==> src/hdl/hjc_pkg.sv <==
// Shared types, jamo codes and syllable arithmetic for the Hangul syllable composer.
// No dependencies; every other file in hdl/ imports this package.
package hjc_pkg;

    // Command codes on the input channel
    localparam logic [1:0] CMD_ADD   = 2'd0;
    localparam logic [1:0] CMD_EMIT  = 2'd1;
    localparam logic [1:0] CMD_CLEAR = 2'd2;

    // Character code ranges
    localparam logic [15:0] CH_BACKSPACE = 16'h0008;
    localparam logic [15:0] CH_CONS_LO   = 16'h3131;
    localparam logic [15:0] CH_CONS_HI   = 16'h314E;
    localparam logic [15:0] CH_VOW_LO    = 16'h314F;
    localparam logic [15:0] CH_VOW_HI    = 16'h3163;
    localparam logic [15:0] JAMO_BASE    = 16'h3130;   // jamo held as code minus this
    localparam logic [15:0] SYL_BASE     = 16'hAC00;
    localparam logic [15:0] TAIL_COUNT   = 16'd28;
    localparam logic [15:0] LEAD_STRIDE  = 16'd588;    // 21 vowels * 28 tails
    // Lead slot with no syllable position wraps: 588 * 0xFFFF mod 2^16
    localparam logic [15:0] LEAD_NONE_TERM = 16'(65536 - 588);

    // Jamo offsets (code minus JAMO_BASE); 0 means empty
    localparam logic [5:0] JM_KIYEOK  = 6'h01;
    localparam logic [5:0] JM_KS      = 6'h03;
    localparam logic [5:0] JM_NIEUN   = 6'h04;
    localparam logic [5:0] JM_NJ      = 6'h05;
    localparam logic [5:0] JM_NH      = 6'h06;
    localparam logic [5:0] JM_SSDIG   = 6'h08;
    localparam logic [5:0] JM_RIEUL   = 6'h09;
    localparam logic [5:0] JM_RK      = 6'h0A;
    localparam logic [5:0] JM_RM      = 6'h0B;
    localparam logic [5:0] JM_RB      = 6'h0C;
    localparam logic [5:0] JM_RS      = 6'h0D;
    localparam logic [5:0] JM_RT      = 6'h0E;
    localparam logic [5:0] JM_RP      = 6'h0F;
    localparam logic [5:0] JM_RH      = 6'h10;
    localparam logic [5:0] JM_MIEUM   = 6'h11;
    localparam logic [5:0] JM_PIEUP   = 6'h12;
    localparam logic [5:0] JM_SSBIEUP = 6'h13;
    localparam logic [5:0] JM_BS      = 6'h14;
    localparam logic [5:0] JM_SIOS    = 6'h15;
    localparam logic [5:0] JM_CIEUC   = 6'h18;
    localparam logic [5:0] JM_SSJIEUJ = 6'h19;
    localparam logic [5:0] JM_THIEUTH = 6'h1C;
    localparam logic [5:0] JM_PHIEUPH = 6'h1D;
    localparam logic [5:0] JM_HIEUH   = 6'h1E;
    localparam logic [5:0] JM_A       = 6'h1F;
    localparam logic [5:0] JM_AE      = 6'h20;
    localparam logic [5:0] JM_EO      = 6'h23;
    localparam logic [5:0] JM_E       = 6'h24;
    localparam logic [5:0] JM_O       = 6'h27;
    localparam logic [5:0] JM_WA      = 6'h28;
    localparam logic [5:0] JM_WAE     = 6'h29;
    localparam logic [5:0] JM_OE      = 6'h2A;
    localparam logic [5:0] JM_U       = 6'h2C;
    localparam logic [5:0] JM_WEO     = 6'h2D;
    localparam logic [5:0] JM_WE      = 6'h2E;
    localparam logic [5:0] JM_WI      = 6'h2F;
    localparam logic [5:0] JM_EU      = 6'h31;
    localparam logic [5:0] JM_YI      = 6'h32;
    localparam logic [5:0] JM_I       = 6'h33;

    // Channel payloads
    typedef struct packed {
        logic [1:0]  cmd;
        logic [15:0] char_code;
        logic        notify;
    } t_in_item;

    typedef struct packed {
        logic [15:0] out_char;
        logic        composing;
        logic        last;
    } t_out_item;

    // Item class decided by the front end
    typedef enum logic [2:0] {
        KIND_NOP,
        KIND_EMIT,
        KIND_CLEAR,
        KIND_BKSP,
        KIND_OTHER,
        KIND_CONS,
        KIND_VOW
    } t_kind;

    // Queue entry between front and back
    typedef struct packed {
        t_kind       kind;
        logic [5:0]  jamo;
        logic [15:0] char_code;
        logic        notify;
    } t_q_entry;

    // Can b follow a in one compound letter
    function automatic logic joinable(input logic [5:0] a, input logic [5:0] b);
        logic ok;
        ok = 1'b0;
        if (a == '0 || b == '0) begin
            ok = 1'b1;
        end else begin
            case (a)
                JM_KIYEOK: ok = (b == JM_SIOS);
                JM_NIEUN:  ok = (b == JM_CIEUC) || (b == JM_HIEUH);
                JM_RIEUL:  ok = (b == JM_KIYEOK) || (b == JM_MIEUM) || (b == JM_PIEUP) ||
                                (b == JM_SIOS) || (b == JM_THIEUTH) || (b == JM_PHIEUPH) ||
                                (b == JM_HIEUH);
                JM_PIEUP:  ok = (b == JM_SIOS);
                JM_O:      ok = (b == JM_A) || (b == JM_AE) || (b == JM_I);
                JM_U:      ok = (b == JM_EO) || (b == JM_E) || (b == JM_I);
                JM_EU:     ok = (b == JM_I);
                default:   ok = 1'b0;
            endcase
        end
        return ok;
    endfunction

    // Compound letter of a stored pair
    function automatic logic [5:0] join_pair(input logic [5:0] a, input logic [5:0] b);
        logic [5:0] r;
        r = a;
        if (a == '0) begin
            r = b;
        end else if (b != '0) begin
            case (a)
                JM_KIYEOK: r = JM_KS;
                JM_NIEUN:  r = (b == JM_CIEUC) ? JM_NJ : JM_NH;
                JM_RIEUL: begin
                    case (b)
                        JM_KIYEOK:  r = JM_RK;
                        JM_MIEUM:   r = JM_RM;
                        JM_PIEUP:   r = JM_RB;
                        JM_SIOS:    r = JM_RS;
                        JM_THIEUTH: r = JM_RT;
                        JM_PHIEUPH: r = JM_RP;
                        JM_HIEUH:   r = JM_RH;
                        default:    r = a;
                    endcase
                end
                JM_PIEUP:  r = JM_BS;
                JM_O:      r = (b == JM_A) ? JM_WA : ((b == JM_AE) ? JM_WAE : JM_OE);
                JM_U:      r = (b == JM_EO) ? JM_WEO : ((b == JM_E) ? JM_WE : JM_WI);
                JM_EU:     r = JM_YI;
                default:   r = a;
            endcase
        end
        return r;
    endfunction

    // 588 * lead slot of an initial consonant, mod 2^16
    function automatic logic [15:0] lead_term(input logic [5:0] ofs);
        logic [4:0] slot;
        logic       none;
        slot = '0;
        none = 1'b0;
        case (ofs) inside
            6'd1:          slot = 5'd0;
            6'd2:          slot = 5'd1;
            6'd4:          slot = 5'd2;
            6'd7:          slot = 5'd3;
            6'd8:          slot = 5'd4;
            6'd9:          slot = 5'd5;
            6'd17:         slot = 5'd6;
            6'd18:         slot = 5'd7;
            6'd19:         slot = 5'd8;
            [6'd21:6'd30]: slot = 5'(ofs - 6'd12);
            default:       none = 1'b1;
        endcase
        return none ? LEAD_NONE_TERM : 16'({11'd0, slot} * LEAD_STRIDE);
    endfunction

    // Tail slot plus one of a final consonant; unmappable tails wrap to 0
    function automatic logic [15:0] tail_term(input logic [5:0] ofs);
        logic [5:0] t;
        t = '0;
        case (ofs) inside
            [6'd1:6'd7]:   t = ofs;
            [6'd9:6'd18]:  t = ofs - 6'd1;
            [6'd20:6'd24]: t = ofs - 6'd2;
            [6'd26:6'd30]: t = ofs - 6'd3;
            default:       t = '0;
        endcase
        return {10'd0, t};
    endfunction

    // Character code of a stored jamo, 0 when empty
    function automatic logic [15:0] jamo_code(input logic [5:0] ofs);
        return (ofs == '0) ? 16'd0 : JAMO_BASE + {10'd0, ofs};
    endfunction

    // Character shown for a composition
    function automatic logic [15:0] compose(input logic [5:0] ini, input logic [5:0] m0,
                                            input logic [5:0] m1, input logic [5:0] f0,
                                            input logic [5:0] f1);
        logic [5:0]  m;
        logic [5:0]  f;
        logic [5:0]  mi;
        logic [15:0] v;
        m  = join_pair(m0, m1);
        f  = join_pair(f0, f1);
        mi = m - JM_A;
        v  = SYL_BASE + lead_term(ini) + 16'({10'd0, mi} * TAIL_COUNT);
        if (f != '0) begin
            v = v + tail_term(f);
        end
        if (ini == '0 && m == '0) begin
            v = jamo_code(f);
        end else if (ini == '0) begin
            v = jamo_code(m);
        end else if (m == '0) begin
            v = jamo_code(ini);
        end
        return v;
    endfunction

endpackage

==> src/hdl/hjc_front.sv <==
// Front end of the Hangul syllable composer: classifies input transfers.
// Depends on hjc_pkg; feeds hjc_queue.
module hjc_front (
    input  logic               i_in_valid,
    input  hjc_pkg::t_in_item  i_in_item,
    input  logic               i_q_full,
    output logic               o_in_stall,
    output logic               o_push,
    output hjc_pkg::t_q_entry  o_entry
);
    import hjc_pkg::*;

    logic is_cons;
    logic is_vow;

    // Stall only on a full queue
    assign o_in_stall = i_q_full;
    assign o_push     = i_in_valid && !i_q_full;

    assign is_cons = (i_in_item.char_code >= CH_CONS_LO) && (i_in_item.char_code <= CH_CONS_HI);
    assign is_vow  = (i_in_item.char_code >= CH_VOW_LO) && (i_in_item.char_code <= CH_VOW_HI);

    // Classify command and character
    always_comb begin
        o_entry.char_code = i_in_item.char_code;
        o_entry.notify    = i_in_item.notify;
        o_entry.jamo      = 6'(i_in_item.char_code - JAMO_BASE);
        unique case (i_in_item.cmd)
            CMD_EMIT:  o_entry.kind = KIND_EMIT;
            CMD_CLEAR: o_entry.kind = KIND_CLEAR;
            CMD_ADD: begin
                if (i_in_item.char_code == CH_BACKSPACE) begin
                    o_entry.kind = KIND_BKSP;
                end else if (is_cons) begin
                    o_entry.kind = KIND_CONS;
                end else if (is_vow) begin
                    o_entry.kind = KIND_VOW;
                end else begin
                    o_entry.kind = KIND_OTHER;
                end
            end
            default:   o_entry.kind = KIND_NOP;
        endcase
    end

endmodule

==> src/hdl/hjc_queue.sv <==
// Two-entry queue of classified items between front and back end.
// Depends on hjc_pkg for the entry type.
module hjc_queue (
    input  logic               i_clk,
    input  logic               i_rst_n,
    input  logic               i_push,
    input  hjc_pkg::t_q_entry  i_entry,
    input  logic               i_pop,
    output logic               o_full,
    output logic               o_valid,
    output hjc_pkg::t_q_entry  o_entry
);
    import hjc_pkg::*;

    t_q_entry   r_mem [2];
    logic       r_wr_ptr;
    logic       r_rd_ptr;
    logic [1:0] r_count;
    logic       wr_en;
    logic       rd_en;

    assign o_full  = (r_count == 2'd2);
    assign o_valid = (r_count != 2'd0);
    assign o_entry = r_mem[r_rd_ptr];
    assign wr_en   = i_push && !o_full;
    assign rd_en   = i_pop && o_valid;

    // Pointers and fill count
    always_ff @(posedge i_clk) begin
        if (!i_rst_n) begin
            r_wr_ptr <= 1'b0;
            r_rd_ptr <= 1'b0;
            r_count  <= 2'd0;
        end else begin
            if (wr_en) begin
                r_wr_ptr <= !r_wr_ptr;
            end
            if (rd_en) begin
                r_rd_ptr <= !r_rd_ptr;
            end
            r_count <= r_count + {1'b0, wr_en} - {1'b0, rd_en};
        end
    end

    // Storage
    always_ff @(posedge i_clk) begin
        if (wr_en) begin
            r_mem[r_wr_ptr] <= i_entry;
        end
    end

endmodule

==> src/hdl/hjc_exec.sv <==
// Back end: holds the composition, applies one queued item per transfer and
// buffers its up to two results. Depends on hjc_pkg.
module hjc_exec (
    input  logic                i_clk,
    input  logic                i_rst_n,
    input  logic                i_q_valid,
    input  hjc_pkg::t_q_entry   i_entry,
    output logic                o_q_pop,
    output logic                o_out_valid,
    input  logic                i_out_stall,
    output hjc_pkg::t_out_item  o_out_item
);
    import hjc_pkg::*;

    // Composition state, jamo offsets
    logic [5:0]  r_ini, r_med0, r_med1, r_fin0, r_fin1;
    logic [5:0]  n_ini, n_med0, n_med1, n_fin0, n_fin1;
    // Result buffer: head drives the port, second waits behind it
    logic        r_h_vld, r_s_vld;
    t_out_item   r_h, r_s;

    logic [15:0] old_comp;
    logic [15:0] mv_comp;
    logic [15:0] new_comp;
    logic [15:0] cand_a, cand_b;
    logic [15:0] cand_b_pre;
    logic        en_a, en_b, comp_b;
    logic        va, vb;
    logic        take;
    logic        pop;
    logic [5:0]  c;
    logic        tail_ok;
    logic        mv_two;

    assign c        = i_entry.jamo;
    assign tail_ok  = (c != JM_SSDIG) && (c != JM_SSBIEUP) && (c != JM_SSJIEUJ);
    assign mv_two   = (r_fin1 != '0);
    assign old_comp = compose(r_ini, r_med0, r_med1, r_fin0, r_fin1);
    // Composition left when a vowel takes the last final away
    assign mv_comp  = compose(r_ini, r_med0, r_med1, mv_two ? r_fin0 : 6'd0, 6'd0);
    assign new_comp = compose(n_ini, n_med0, n_med1, n_fin0, n_fin1);

    assign take    = r_h_vld && !i_out_stall;
    assign pop     = i_q_valid && (!r_h_vld || (take && !r_s_vld));
    assign o_q_pop = pop;

    // Next composition and result candidates
    always_comb begin
        n_ini      = r_ini;
        n_med0     = r_med0;
        n_med1     = r_med1;
        n_fin0     = r_fin0;
        n_fin1     = r_fin1;
        cand_a     = '0;
        cand_b_pre = '0;
        en_a       = 1'b0;
        en_b       = 1'b0;
        comp_b     = 1'b0;
        unique case (i_entry.kind)
            KIND_EMIT: begin
                cand_a = old_comp;
                en_a   = 1'b1;
                {n_ini, n_med0, n_med1, n_fin0, n_fin1} = '0;
            end
            KIND_CLEAR: begin
                {n_ini, n_med0, n_med1, n_fin0, n_fin1} = '0;
            end
            KIND_BKSP: begin
                if (r_fin1 != '0) begin
                    n_fin1 = '0;
                end else if (r_fin0 != '0) begin
                    n_fin0 = '0;
                end else if (r_med1 != '0) begin
                    n_med1 = '0;
                end else if (r_med0 != '0) begin
                    n_med0 = '0;
                end else if (r_ini != '0) begin
                    n_ini = '0;
                end else begin
                    cand_a = i_entry.char_code;
                    en_a   = 1'b1;
                end
            end
            KIND_OTHER: begin
                cand_a     = old_comp;
                en_a       = 1'b1;
                cand_b_pre = i_entry.char_code;
                en_b       = 1'b1;
                {n_ini, n_med0, n_med1, n_fin0, n_fin1} = '0;
            end
            KIND_CONS: begin
                if (r_ini != '0 && r_med0 == '0 && joinable(r_ini, c)) begin
                    // Initial and new consonant form a compound final
                    n_fin0 = r_ini;
                    n_fin1 = c;
                    n_ini  = '0;
                end else if (r_ini == '0 || r_med0 == '0 || !tail_ok || r_fin1 != '0 ||
                             !joinable(r_fin0, c)) begin
                    cand_a = old_comp;
                    {n_ini, n_med0, n_med1, n_fin0, n_fin1} = '0;
                    n_ini  = c;
                end else if (r_fin0 == '0) begin
                    n_fin0 = c;
                end else begin
                    n_fin1 = c;
                end
                en_a   = i_entry.notify;
                en_b   = i_entry.notify;
                comp_b = 1'b1;
            end
            KIND_VOW: begin
                if (r_fin0 != '0) begin
                    // Last final moves over to start the next syllable
                    cand_a = mv_comp;
                    {n_ini, n_med0, n_med1, n_fin0, n_fin1} = '0;
                    n_ini  = mv_two ? r_fin1 : r_fin0;
                    n_med0 = c;
                end else if (r_med1 != '0 || !joinable(r_med0, c)) begin
                    cand_a = old_comp;
                    {n_ini, n_med0, n_med1, n_fin0, n_fin1} = '0;
                    n_med0 = c;
                end else if (r_med0 == '0) begin
                    n_med0 = c;
                end else begin
                    n_med1 = c;
                end
                en_a   = i_entry.notify;
                en_b   = i_entry.notify;
                comp_b = 1'b1;
            end
            default: begin
            end
        endcase
    end

    // Live composition goes out as the second result of a jamo
    assign cand_b = comp_b ? new_comp : cand_b_pre;

    // Code zero is never sent
    assign va = en_a && (cand_a != '0);
    assign vb = en_b && (cand_b != '0);

    // Control state and composition
    always_ff @(posedge i_clk) begin
        if (!i_rst_n) begin
            r_h_vld <= 1'b0;
            r_s_vld <= 1'b0;
            r_ini   <= '0;
            r_med0  <= '0;
            r_med1  <= '0;
            r_fin0  <= '0;
            r_fin1  <= '0;
        end else begin
            if (pop) begin
                r_h_vld <= va || vb;
                r_s_vld <= va && vb;
                r_ini   <= n_ini;
                r_med0  <= n_med0;
                r_med1  <= n_med1;
                r_fin0  <= n_fin0;
                r_fin1  <= n_fin1;
            end else if (take) begin
                r_h_vld <= r_s_vld;
                r_s_vld <= 1'b0;
            end
        end
    end

    // Result payloads
    always_ff @(posedge i_clk) begin
        if (pop) begin
            if (va) begin
                r_h <= '{out_char: cand_a, composing: 1'b0, last: !vb};
            end else begin
                r_h <= '{out_char: cand_b, composing: comp_b, last: 1'b1};
            end
            r_s <= '{out_char: cand_b, composing: comp_b, last: 1'b1};
        end else if (take) begin
            r_h <= r_s;
        end
    end

    assign o_out_valid = r_h_vld;
    assign o_out_item  = r_h;

endmodule

==> src/hdl/hangul_jamo_syllable_composer_top.sv <==
// Top level of the Hangul syllable composer: front classifier, queue, back end.
// Depends on hjc_pkg, hjc_front, hjc_queue and hjc_exec.
//
// Takes one 16-bit character per input transfer and builds Korean syllables
// from compatibility jamo, passing other characters through. An input is taken
// whenever the two-entry queue has room; the back end applies one queued item
// per cycle while its two-deep output buffer has room for the results; it takes
// the next item only once the buffer is empty or its last result is being taken.
// Between input transfer and first result lie the queue and the output buffer
// registers. Output stall never blocks input until the queue fills.
module hangul_jamo_syllable_composer_top (
    input  logic                i_clk,
    input  logic                i_rst_n,
    input  logic                i_in_valid,
    output logic                o_in_stall,
    input  hjc_pkg::t_in_item   i_in_item,
    output logic                o_out_valid,
    input  logic                i_out_stall,
    output hjc_pkg::t_out_item  o_out_item
);
    import hjc_pkg::*;

    logic     q_full;
    logic     q_push;
    logic     q_pop;
    logic     q_valid;
    t_q_entry q_wr_entry;
    t_q_entry q_rd_entry;

    // Classify and enqueue
    hjc_front u_front (
        .i_in_valid (i_in_valid),
        .i_in_item  (i_in_item),
        .i_q_full   (q_full),
        .o_in_stall (o_in_stall),
        .o_push     (q_push),
        .o_entry    (q_wr_entry)
    );

    hjc_queue u_queue (
        .i_clk   (i_clk),
        .i_rst_n (i_rst_n),
        .i_push  (q_push),
        .i_entry (q_wr_entry),
        .i_pop   (q_pop),
        .o_full  (q_full),
        .o_valid (q_valid),
        .o_entry (q_rd_entry)
    );

    // Apply items and deliver results
    hjc_exec u_exec (
        .i_clk       (i_clk),
        .i_rst_n     (i_rst_n),
        .i_q_valid   (q_valid),
        .i_entry     (q_rd_entry),
        .o_q_pop     (q_pop),
        .o_out_valid (o_out_valid),
        .i_out_stall (i_out_stall),
        .o_out_item  (o_out_item)
    );

    // Nothing is offered right after reset
    a_idle_after_reset: assert property (@(posedge i_clk)
        !i_rst_n |=> !o_out_valid)
        else $error("output valid right after reset");

    // The live composition always closes an item's results
    a_composing_is_last: assert property (@(posedge i_clk) disable iff (!i_rst_n)
        o_out_valid && o_out_item.composing |-> o_out_item.last)
        else $error("composing result not marked last");

    // A non-last result is followed at once by the rest of its item
    a_second_follows: assert property (@(posedge i_clk) disable iff (!i_rst_n)
        o_out_valid && !o_out_item.last && !i_out_stall |=> o_out_valid)
        else $error("second result missing after first transfer");

    // A full queue always has an item for the back end
    a_full_has_item: assert property (@(posedge i_clk) disable iff (!i_rst_n)
        q_full |-> q_valid)
        else $error("queue full but empty");

endmodule
==> config.mk <==
export PLATFORM = sky130hd
export DESIGN_NAME = hangul_jamo_syllable_composer_top
export DESIGN_NICKNAME = d
export VERILOG_FILES = /design/src/hdl/hjc_pkg.sv /design/src/hdl/hjc_front.sv /design/src/hdl/hjc_queue.sv /design/src/hdl/hjc_exec.sv /design/src/hdl/hangul_jamo_syllable_composer_top.sv
export SDC_FILE = /design/constraint.sdc
export NUM_CORES = 1
export LEC_CHECK = 0
export BUFFER_PORTS_ARGS = -buffer_cell sky130_fd_sc_hd__buf_2
export CAP_MARGIN = 20
export CORE_UTILIZATION = 30
export DETAILED_ROUTE_END_ITERATION = 6
export GPL_ROUTABILITY_DRIVEN = 1
export PLACE_DENSITY = 0.42
export SLEW_MARGIN = 20
export SYNTH_ARGS = -nofsm -noshare
export SYNTH_HDL_FRONTEND = slang
export SYNTH_SLANG_ARGS = --single-unit
==> constraint.sdc <==
create_clock -name i_clk -period 12.3 [get_ports i_clk]
set_input_delay 0.615 -clock i_clk [delete_from_list [all_inputs] [get_ports i_clk]]
set_output_delay 0.615 -clock i_clk [all_outputs]
set_load 0.05 [all_outputs]
# Word level (Yosys, flattened, before mapping)
# Memory sizes are Yosys's and may differ from the RTL's. A register that Yosys moved wholly into a read port is not among the register bits.
# Index checks and enable logic that the tools add are counted.
[totals]
reg_bits = 71
out_inout_bits = 20
latch_bits = 0
rom_bits = 0
inputBits = 23
ramBits = 52
elab_cells = 504
n_memories = 1
[memory_table]
columns = ["name", "words", "word_bits", "rd", "rd_ports_with_merged_regs", "write_ports", "line", "source"]
rows = [
  ["u_queue.r_mem", 2, 26, 1, 1, 1, "hjc_queue.sv:15", "t_q_entry r_mem [2];"],
]
[classes]
n_mul = 4
add_sub_neg = 30
muxes = 203
n_shift = 0
n_lt_le_gt_ge = 32
n_reduce_logical = 96
n_eq_ne = 123
n_bitwise = 0
div_mod_pow = 0
[ops]
columns = ["op", "count"]
rows = [
  ["$mux W16", 30],
  ["$mux W6", 72],
  ["$pmux W6 S7", 8],
  ["$eq A6 B5 Y1 const B", 50],
  ["$eq A6 B6 Y1 const B", 31],
  ["$pmux W6 S4", 5],
  ["$add A14 B6 Y15 const A", 7],
  ["$mux W5", 20],
  ["$logic_not A6 Y1", 13],
  ["$eq A6 B1 Y1 const B", 11],
  ["$le A6 B5 Y1 const B", 11],
  ["$pmux W16 S4", 1],
  ["$reduce_bool A6 Y1", 10],
  ["$mux W18", 3],
  ["$add A16 B6 Y16", 3],
  ["$eq A6 B3 Y1 const B", 8],
  ["$eq A6 B4 Y1 const B", 8],
  ["$ge A6 B5 Y1 const B", 8],
  ["$mux W1", 46],
  ["$sub A6 B2 Y6 const B", 6],
  ["$add A16 B11 Y16", 2],
  ["$add A16 B16 Y16 const A", 2],
  ["$ge A16 B14 Y1 const B", 2],
  ["$le A16 B14 Y1 const B", 2],
  ["other kinds (34)", 129],
]

# Logic depth before layout (Yosys ltp)
[depth]
ltp_word = 45
depth_mapped = 46
ltp_nobuf = 44

# Cells and area by module
# From an unflattened synthesis, not the netlist that was laid out.
[unflattened]
hier_cells = 2318
area_unflattened_um2 = 18241.2
[modules_own_cells]
columns = ["module", "area_each_um2", "seq_area_each_um2", "cells_per_inst", "n_inst"]
rows = [
  ["hjc_exec", 15620.0, 1691.6, 2155, 1],
  ["hjc_queue", 2214.6, 1661.6, 107, 1],
  ["hjc_front", 406.6, 0.0, 56, 1],
]

# Worst setup path after synthesis
# Ideal clock, no wire load.
[synth_timing]
path_type = "register -> register"
from = "register u_exec.r_med0[1]"
to = "register u_exec.r_s_vld"
required_time_ps = 12135
arrival_ps = 10008
setup_ps = 165
stages_incl_launch_ff = 41
path_buffers = 2
path_slack_ps = 2127
period_less_slack_ps = 10173
cell_sequence = "dfxtp_1 > or4_4 > or3_1 > buf_2 > and4_4 > nand3_2 > a31oi_4 > or4_4 > a21oi_1 > clkbuf_1 > nand2_1 > or4_1 > o31ai_1 > nor3_1 > nor4b_1 > inv_1 > ha_1 > and3_1 > [... 5 more ...] > and3_1 > a311o_1 > a21oi_1 > xnor2_1 > ha_1 > ha_1 > a21boi_0 > o21ai_0 > and3_1 > nor2_1 > nand3_1 > or2_2 > nor2_1 > xnor2_1 > a22oi_2 > or4_1 > or4b_1 > o2bb2ai_1"
[synth_between]
elab_chain_len = 37
word_cells_on_any_way = 234
classes_between = "16 x add/sub; 3 x mul; 10 x order compare; 54 x eq/ne; 118 x mux; 33 x reduce/logical"
[synth_rtl]
columns = ["item", "line", "source"]
rows = [
  ["start: declaration", "hjc_exec.sv:16", "logic [5:0] r_ini, r_med0, r_med1, r_fin0, r_fin1;"],
  ["start signal: assignment", "hjc_exec.sv:158", "r_med0 <= n_med0;"],
  ["$eq A6 B1 Y1 / $eq A6 B5 Y1 (equally long branches)", "hjc_pkg.sv:103", "case (a)"],
  ["$reduce_or A2 Y1 (no line)", "n/a", ""],
  ["$pmux W1 S6", "hjc_pkg.sv:103", ""],
  ["$mux W1", "hjc_pkg.sv:100", "if (a == '0 || b == '0) begin"],
  ["$mux W1", "hjc_exec.sv:112", "if (r_fin0 != '0) begin"],
  ["$mux W1", "hjc_exec.sv:59", "unique case (i_entry.kind)"],
  ["$logic_not A1 Y1", "hjc_exec.sv:118", "end else if (r_med1 != '0 || !joinable(r_med0, c)) begin"],
  ["$logic_or A1 B1 Y1", "hjc_exec.sv:118", ""],
  ["[... 22 more ...]", "n/a", ""],
  ["$mux W16", "hjc_pkg.sv:209", "end else if (ini == '0) begin"],
  ["$mux W16 *", "hjc_pkg.sv:207", "if (ini == '0 && m == '0) begin"],
  ["$mux W16 *", "hjc_exec.sv:137", "assign cand_b = comp_b ? new_comp : cand_b_pre;"],
  ["via u_exec.cand_b[13]", "hjc_exec.sv:25", "logic [15:0] cand_a, cand_b;"],
  ["$reduce_bool A16 Y1 *", "hjc_exec.sv:141", "assign vb = en_b && (cand_b != '0);"],
  ["$logic_and A1 B1 Y1 *", "hjc_exec.sv:141", ""],
  ["$logic_and A1 B1 Y1 *", "hjc_exec.sv:156", "r_s_vld <= va && vb;"],
  ["$mux W1 *", "hjc_exec.sv:154", "if (pop) begin"],
  ["end signal: assignment", "hjc_exec.sv:156", ""],
  ["end: declaration", "hjc_exec.sv:19", "logic r_h_vld, r_s_vld;"],
]
# Mark *: on every way through the listed nets, which the timed path passes. The rest lies on a longest branch. The select of a mux whose other input is x is not followed.
# A chain may end at the register's enable or synchronous reset.

==> Flow_metrics.wiki <==
{| class="wikitable"
! Metric !! Value
|-
| Outcome || complete, but fails checks
|-
| Failing checks || design-rule violations
|-
| Slowest cell on crit path || sky130_fd_sc_hd__nor4_1
|-
| Number of endpoints failing setup at the final stage || 0
|-
| Clock buffers created by TritonCTS || 17
|-
| CP peak stage delay || between 0.8 and 0.9 ns
|-
| Number of antenna violations at the first check in global routing || 0
|-
| Worst min-delay path endpoint || u_queue.r_mem[0][0]
|-
| Adder and majority gate portion of the synthesized area || around 14%
|-
| Post-CTS setup repair buffer count || 0
|-
| Post-synthesis instance total || approximately 2300
|-
| Syn_nets || about 2500
|-
| Portion of netlist area occupied by mux cells || approximately 3.4%
|-
| Endpoint of the lowest-slack register-to-register path || u_exec.r_s_vld
|-
| Count of clock tree sinks || 116
|-
| Count of standard-cell rows || 87
|-
| RSZ-0062 raised after global routing || no
|-
| Time the worst path needs with I/O delays and setup || ~11 ns
|-
| Final critical-path share of the clock period || 92.90%
|-
| YS warnings || 0
|-
| Number of distinct library cells after synthesis || 110
|-
| Xor/xnor cell area share of the yosys netlist || 4.941%
|-
| GRT Total Usage || a little under a quarter
|-
| GR met1 Demand/Resource || 33.03%
|-
| Per-cell routed wire length || 23.08 um
|-
| Final core utilization || 33.84%
|-
| Compound-gate portion of the synthesized area || between 20% and 30%
|-
| H-tree levels || 4
|-
| Post-synthesis cell type with the largest combined area || sky130_fd_sc_hd__edfxtp_1
|-
| Main combinational cell family by area after synthesis || compound AO/OA/AOI/OAI gates
|-
| Cells on worst reg2reg path || just over 40
|-
| Vias post-DR || ~18000
|-
| Transition at the pin with the smallest max-transition slack || 1.080 ns
|-
| Register bit total from synthesis || around 120
|-
| First drt pass iteration count || 7
|-
| Minimum setup slack in the final design || around 0.87 ns
|-
| Post-synthesis to final-layout area growth || 10.68%
|-
| TritonCTS clock tree || built
|-
| Number of antenna-violating nets in the routed design || 0
|-
| FMAX || ~90 MHz
|-
| Die Y || between 200 and 250 um
|-
| DP Worst Slack || roughly 0.64 ns
|-
| Most common cell type on the critical path || sky130_fd_sc_hd__ha_1
|-
| Clock slew at the register clock pins of the worst setup and hold paths || ~0.07 ns
|-
| Number of synthesized flops with an enable pin || slightly below 80
|-
| Class of the tightest hold or removal check || input pin to register
|-
| Final Hold Vio Count || 0
|-
| Worst Hold Depth || 1
|-
| Register area share after synthesis || 17.92%
|-
| Area contributors post-synth || sky130_fd_sc_hd__edfxtp_1 14%, sky130_fd_sc_hd__ha_1 12%, sky130_fd_sc_hd__nor2_1 4.4%
|-
| Layout cells sized above 1 || 10.32%
|-
| Pin count of the biggest net entering global routing || 78
|-
| Core Box Area || 0.05682 mm2
|-
| Vias in the first global route || between 15000 and 20000
|-
| Number of violations reported at the end of detailed-routing iteration 0 || about 1500
|-
| Total negative slack || 0 ns
|-
| Simple-gate share of the synthesized area || between 20% and 30%
|-
| Type of destination of the critical path || register
|-
| Most common cell in the netlist || sky130_fd_sc_hd__nor2_1
|-
| Area share of the largest cell type after synthesis || 13.66%
|-
| Overall die area || 0.05887 mm2
|-
| Kind of launch point of the worst setup path || register
|-
| Detailed-route wire length || 70.91 mm
|-
| Width of the chip || ~240 um
|-
| Slew headroom || between 20 and 30%
|-
| Initial Util || between 30% and 40%
|-
| Io pins || 43
|-
| Global-route wire length before repair || around 110 mm
|-
| Grt ovf || 0
|-
| Number of design rule violations left after detail routing || 6
|-
| Start-to-end type of the worst setup path || register to register
|-
| Final worst clock skew || between 0.01 and 0.015 ns
|-
| Area of the mapped netlist || about 0.017 mm2
|-
| Clock tree buffer depth || 2
|-
| Fraction of registers with async set/reset || 0%
|-
| Clock network latency to the later pin of the worst-skew pair || about 0.48 ns
|-
| Vias per cell || 5.989
|-
| Grt met3 use || slightly above 3%
|-
| Number of buffers added on ports || between 40 and 50
|-
| Grt met2 use || 38.20%
|-
| Worst hold path startpoint || i_in_item[0]
|-
| Ranking of synthesized cells by instance count || 205 x sky130_fd_sc_hd__nor2_1, 188 x sky130_fd_sc_hd__nand2_1, 171 x sky130_fd_sc_hd__ha_1
|-
| Final slew viol count || 0
|-
| Hpwl dp || 56.21 mm
|-
| Worst EP arrival || 11.76 ns
|-
| Global placement routability congestion || approximately 0.94
|-
| Internal reg-to-reg setup slack || ~0.87 ns
|-
| Nets || around 2500
|-
| Top flip-flop cell by instance count after synthesis || sky130_fd_sc_hd__edfxtp_1
|-
| Number of maximum-capacitance violations || 0
|-
| Most heavily used metal layer in global routing || met2
|-
| Synthesized area per cell || roughly 7.6 um2
|-
| Data required time at the worst endpoint || ~13 ns
|-
| Crit Path Max Fanout || 31
|-
| Clock tree root buffer cell || sky130_fd_sc_hd__clkbuf_16
|}
-- cell type report --
| cell class | instances | area, um2 |
|---|---|---|
| clock inverters | 15 | 161.4 |
| diodes | 1 | 2.502 |
| repair buffers | 112 | 735.7 |
| clock buffers | 17 | 425.4 |
| well taps | 756 | 945.9 |
| flip-flops and latches | 116 | 3117 |
| fillers | 6105 | 37590 |
| multi-input cells | 1932 | 13380 |
| inverters | 123 | 461.7 |
-- cells by family after synthesis --
family	count (synthesis)
AND/OR/NAND/NOR	865
AO/OA/AOI/OAI	725
buffers and inverters	238
adder cells (fa/ha/maj)	186
flip-flops	116
XOR/XNOR	98
multiplexers	57
other	1
-- placed cells by master, fill, tap and decap left out, types with 16 or more instances in the layout --
cell / count
sky130_fd_sc_hd__nor2_1: 204
sky130_fd_sc_hd__nand2_1: 188
sky130_fd_sc_hd__ha_1: 171
sky130_fd_sc_hd__a21oi_1: 151
sky130_fd_sc_hd__o21ai_0: 135
sky130_fd_sc_hd__inv_1: 121
sky130_fd_sc_hd__nand3_1: 85
sky130_fd_sc_hd__nor3_1: 83
sky130_fd_sc_hd__edfxtp_1: 79
sky130_fd_sc_hd__xnor2_1: 74
sky130_fd_sc_hd__buf_4: 70
sky130_fd_sc_hd__a211oi_1: 52
sky130_fd_sc_hd__buf_2: 42
sky130_fd_sc_hd__mux2i_1: 40
sky130_fd_sc_hd__a31oi_1: 36
sky130_fd_sc_hd__dfxtp_1: 36
sky130_fd_sc_hd__o211ai_1: 34
sky130_fd_sc_hd__o22ai_1: 33
sky130_fd_sc_hd__nor2b_1: 32
sky130_fd_sc_hd__and2_1: 32
sky130_fd_sc_hd__nor4_1: 32
sky130_fd_sc_hd__a21o_1: 31
sky130_fd_sc_hd__nand4_1: 28
sky130_fd_sc_hd__nand2b_1: 26
sky130_fd_sc_hd__or2_2: 26
sky130_fd_sc_hd__xor2_1: 24
sky130_fd_sc_hd__or3_1: 21
sky130_fd_sc_hd__a22oi_1: 19
sky130_fd_sc_hd__o21bai_1: 17
sky130_fd_sc_hd__clkbuf_16: 17
sky130_fd_sc_hd__a221oi_1: 16
sky130_fd_sc_hd__and3_1: 16
-- metal layers --
| metal | vias to the layer above | wire length [um] |
|---|---|---|
| li1 | 8673 | - |
| met1 | 9037 | 33570 |
| met2 | 606 | 32040 |
| met3 | 82 | 3699 |
| met4 | 0 | 1597 |
| met5 | - | 0 |
-- timing repair --
item,4_1_cts,5_1_grt
setup endpoints to repair,0,4
hold buffers,0,0
resized for setup,0,3
-- sequential cells by signal (all words and copies together), names as in the netlist, named ones only --
register and cells:
u_queue.r_mem 44, u_exec.o_out_item 18, u_exec.r_s 17, u_exec.r_fin0 6, u_exec.r_fin1 6, u_exec.r_ini 6, u_exec.r_med0 6, u_exec.r_med1 6
u_queue.r_count 2, u_exec.o_out_valid 1, u_exec.r_s_vld 1, u_queue.r_rd_ptr 1, u_queue.r_wr_ptr 1
-- through the flow --
stage                     area, um2  hold WS, ns  cells
after detailed placement      18620       0.4857   3039
after CTS                     19200       0.2915   3071
after global routing          19220       0.2982   3071
after global placement        18610       0.4715   3039
final                         19230       0.3245   3072
after floorplan               17370       0.4520   2286
-- worst max-delay path by stage --
stage	startpoint	to	cells past startpoint
2_1_floorplan	u_exec.r_med0[1]	u_exec.r_s_vld	40
3_3_place_gp	register	u_exec.r_s_vld	40
3_5_place_dp	register	u_exec.r_s_vld	40
4_1_cts	register	u_exec.r_s_vld	40
5_1_grt	register	u_exec.r_s_vld	41
6_report	register	u_exec.r_s_vld	41
-- worst max-delay path: cells and delay by family (launching register included) --
family	cells	cell delay, ns
simple gates	17	5.23
flops	1	0.45
buf+inv	6	0.94
xor+xnor	3	0.72
fa+ha+maj	5	1.69
compound gates	10	2.19
Power is not shown: default switching activity piles up to over one toggle a cycle in this logic, so the estimate is an artifact.
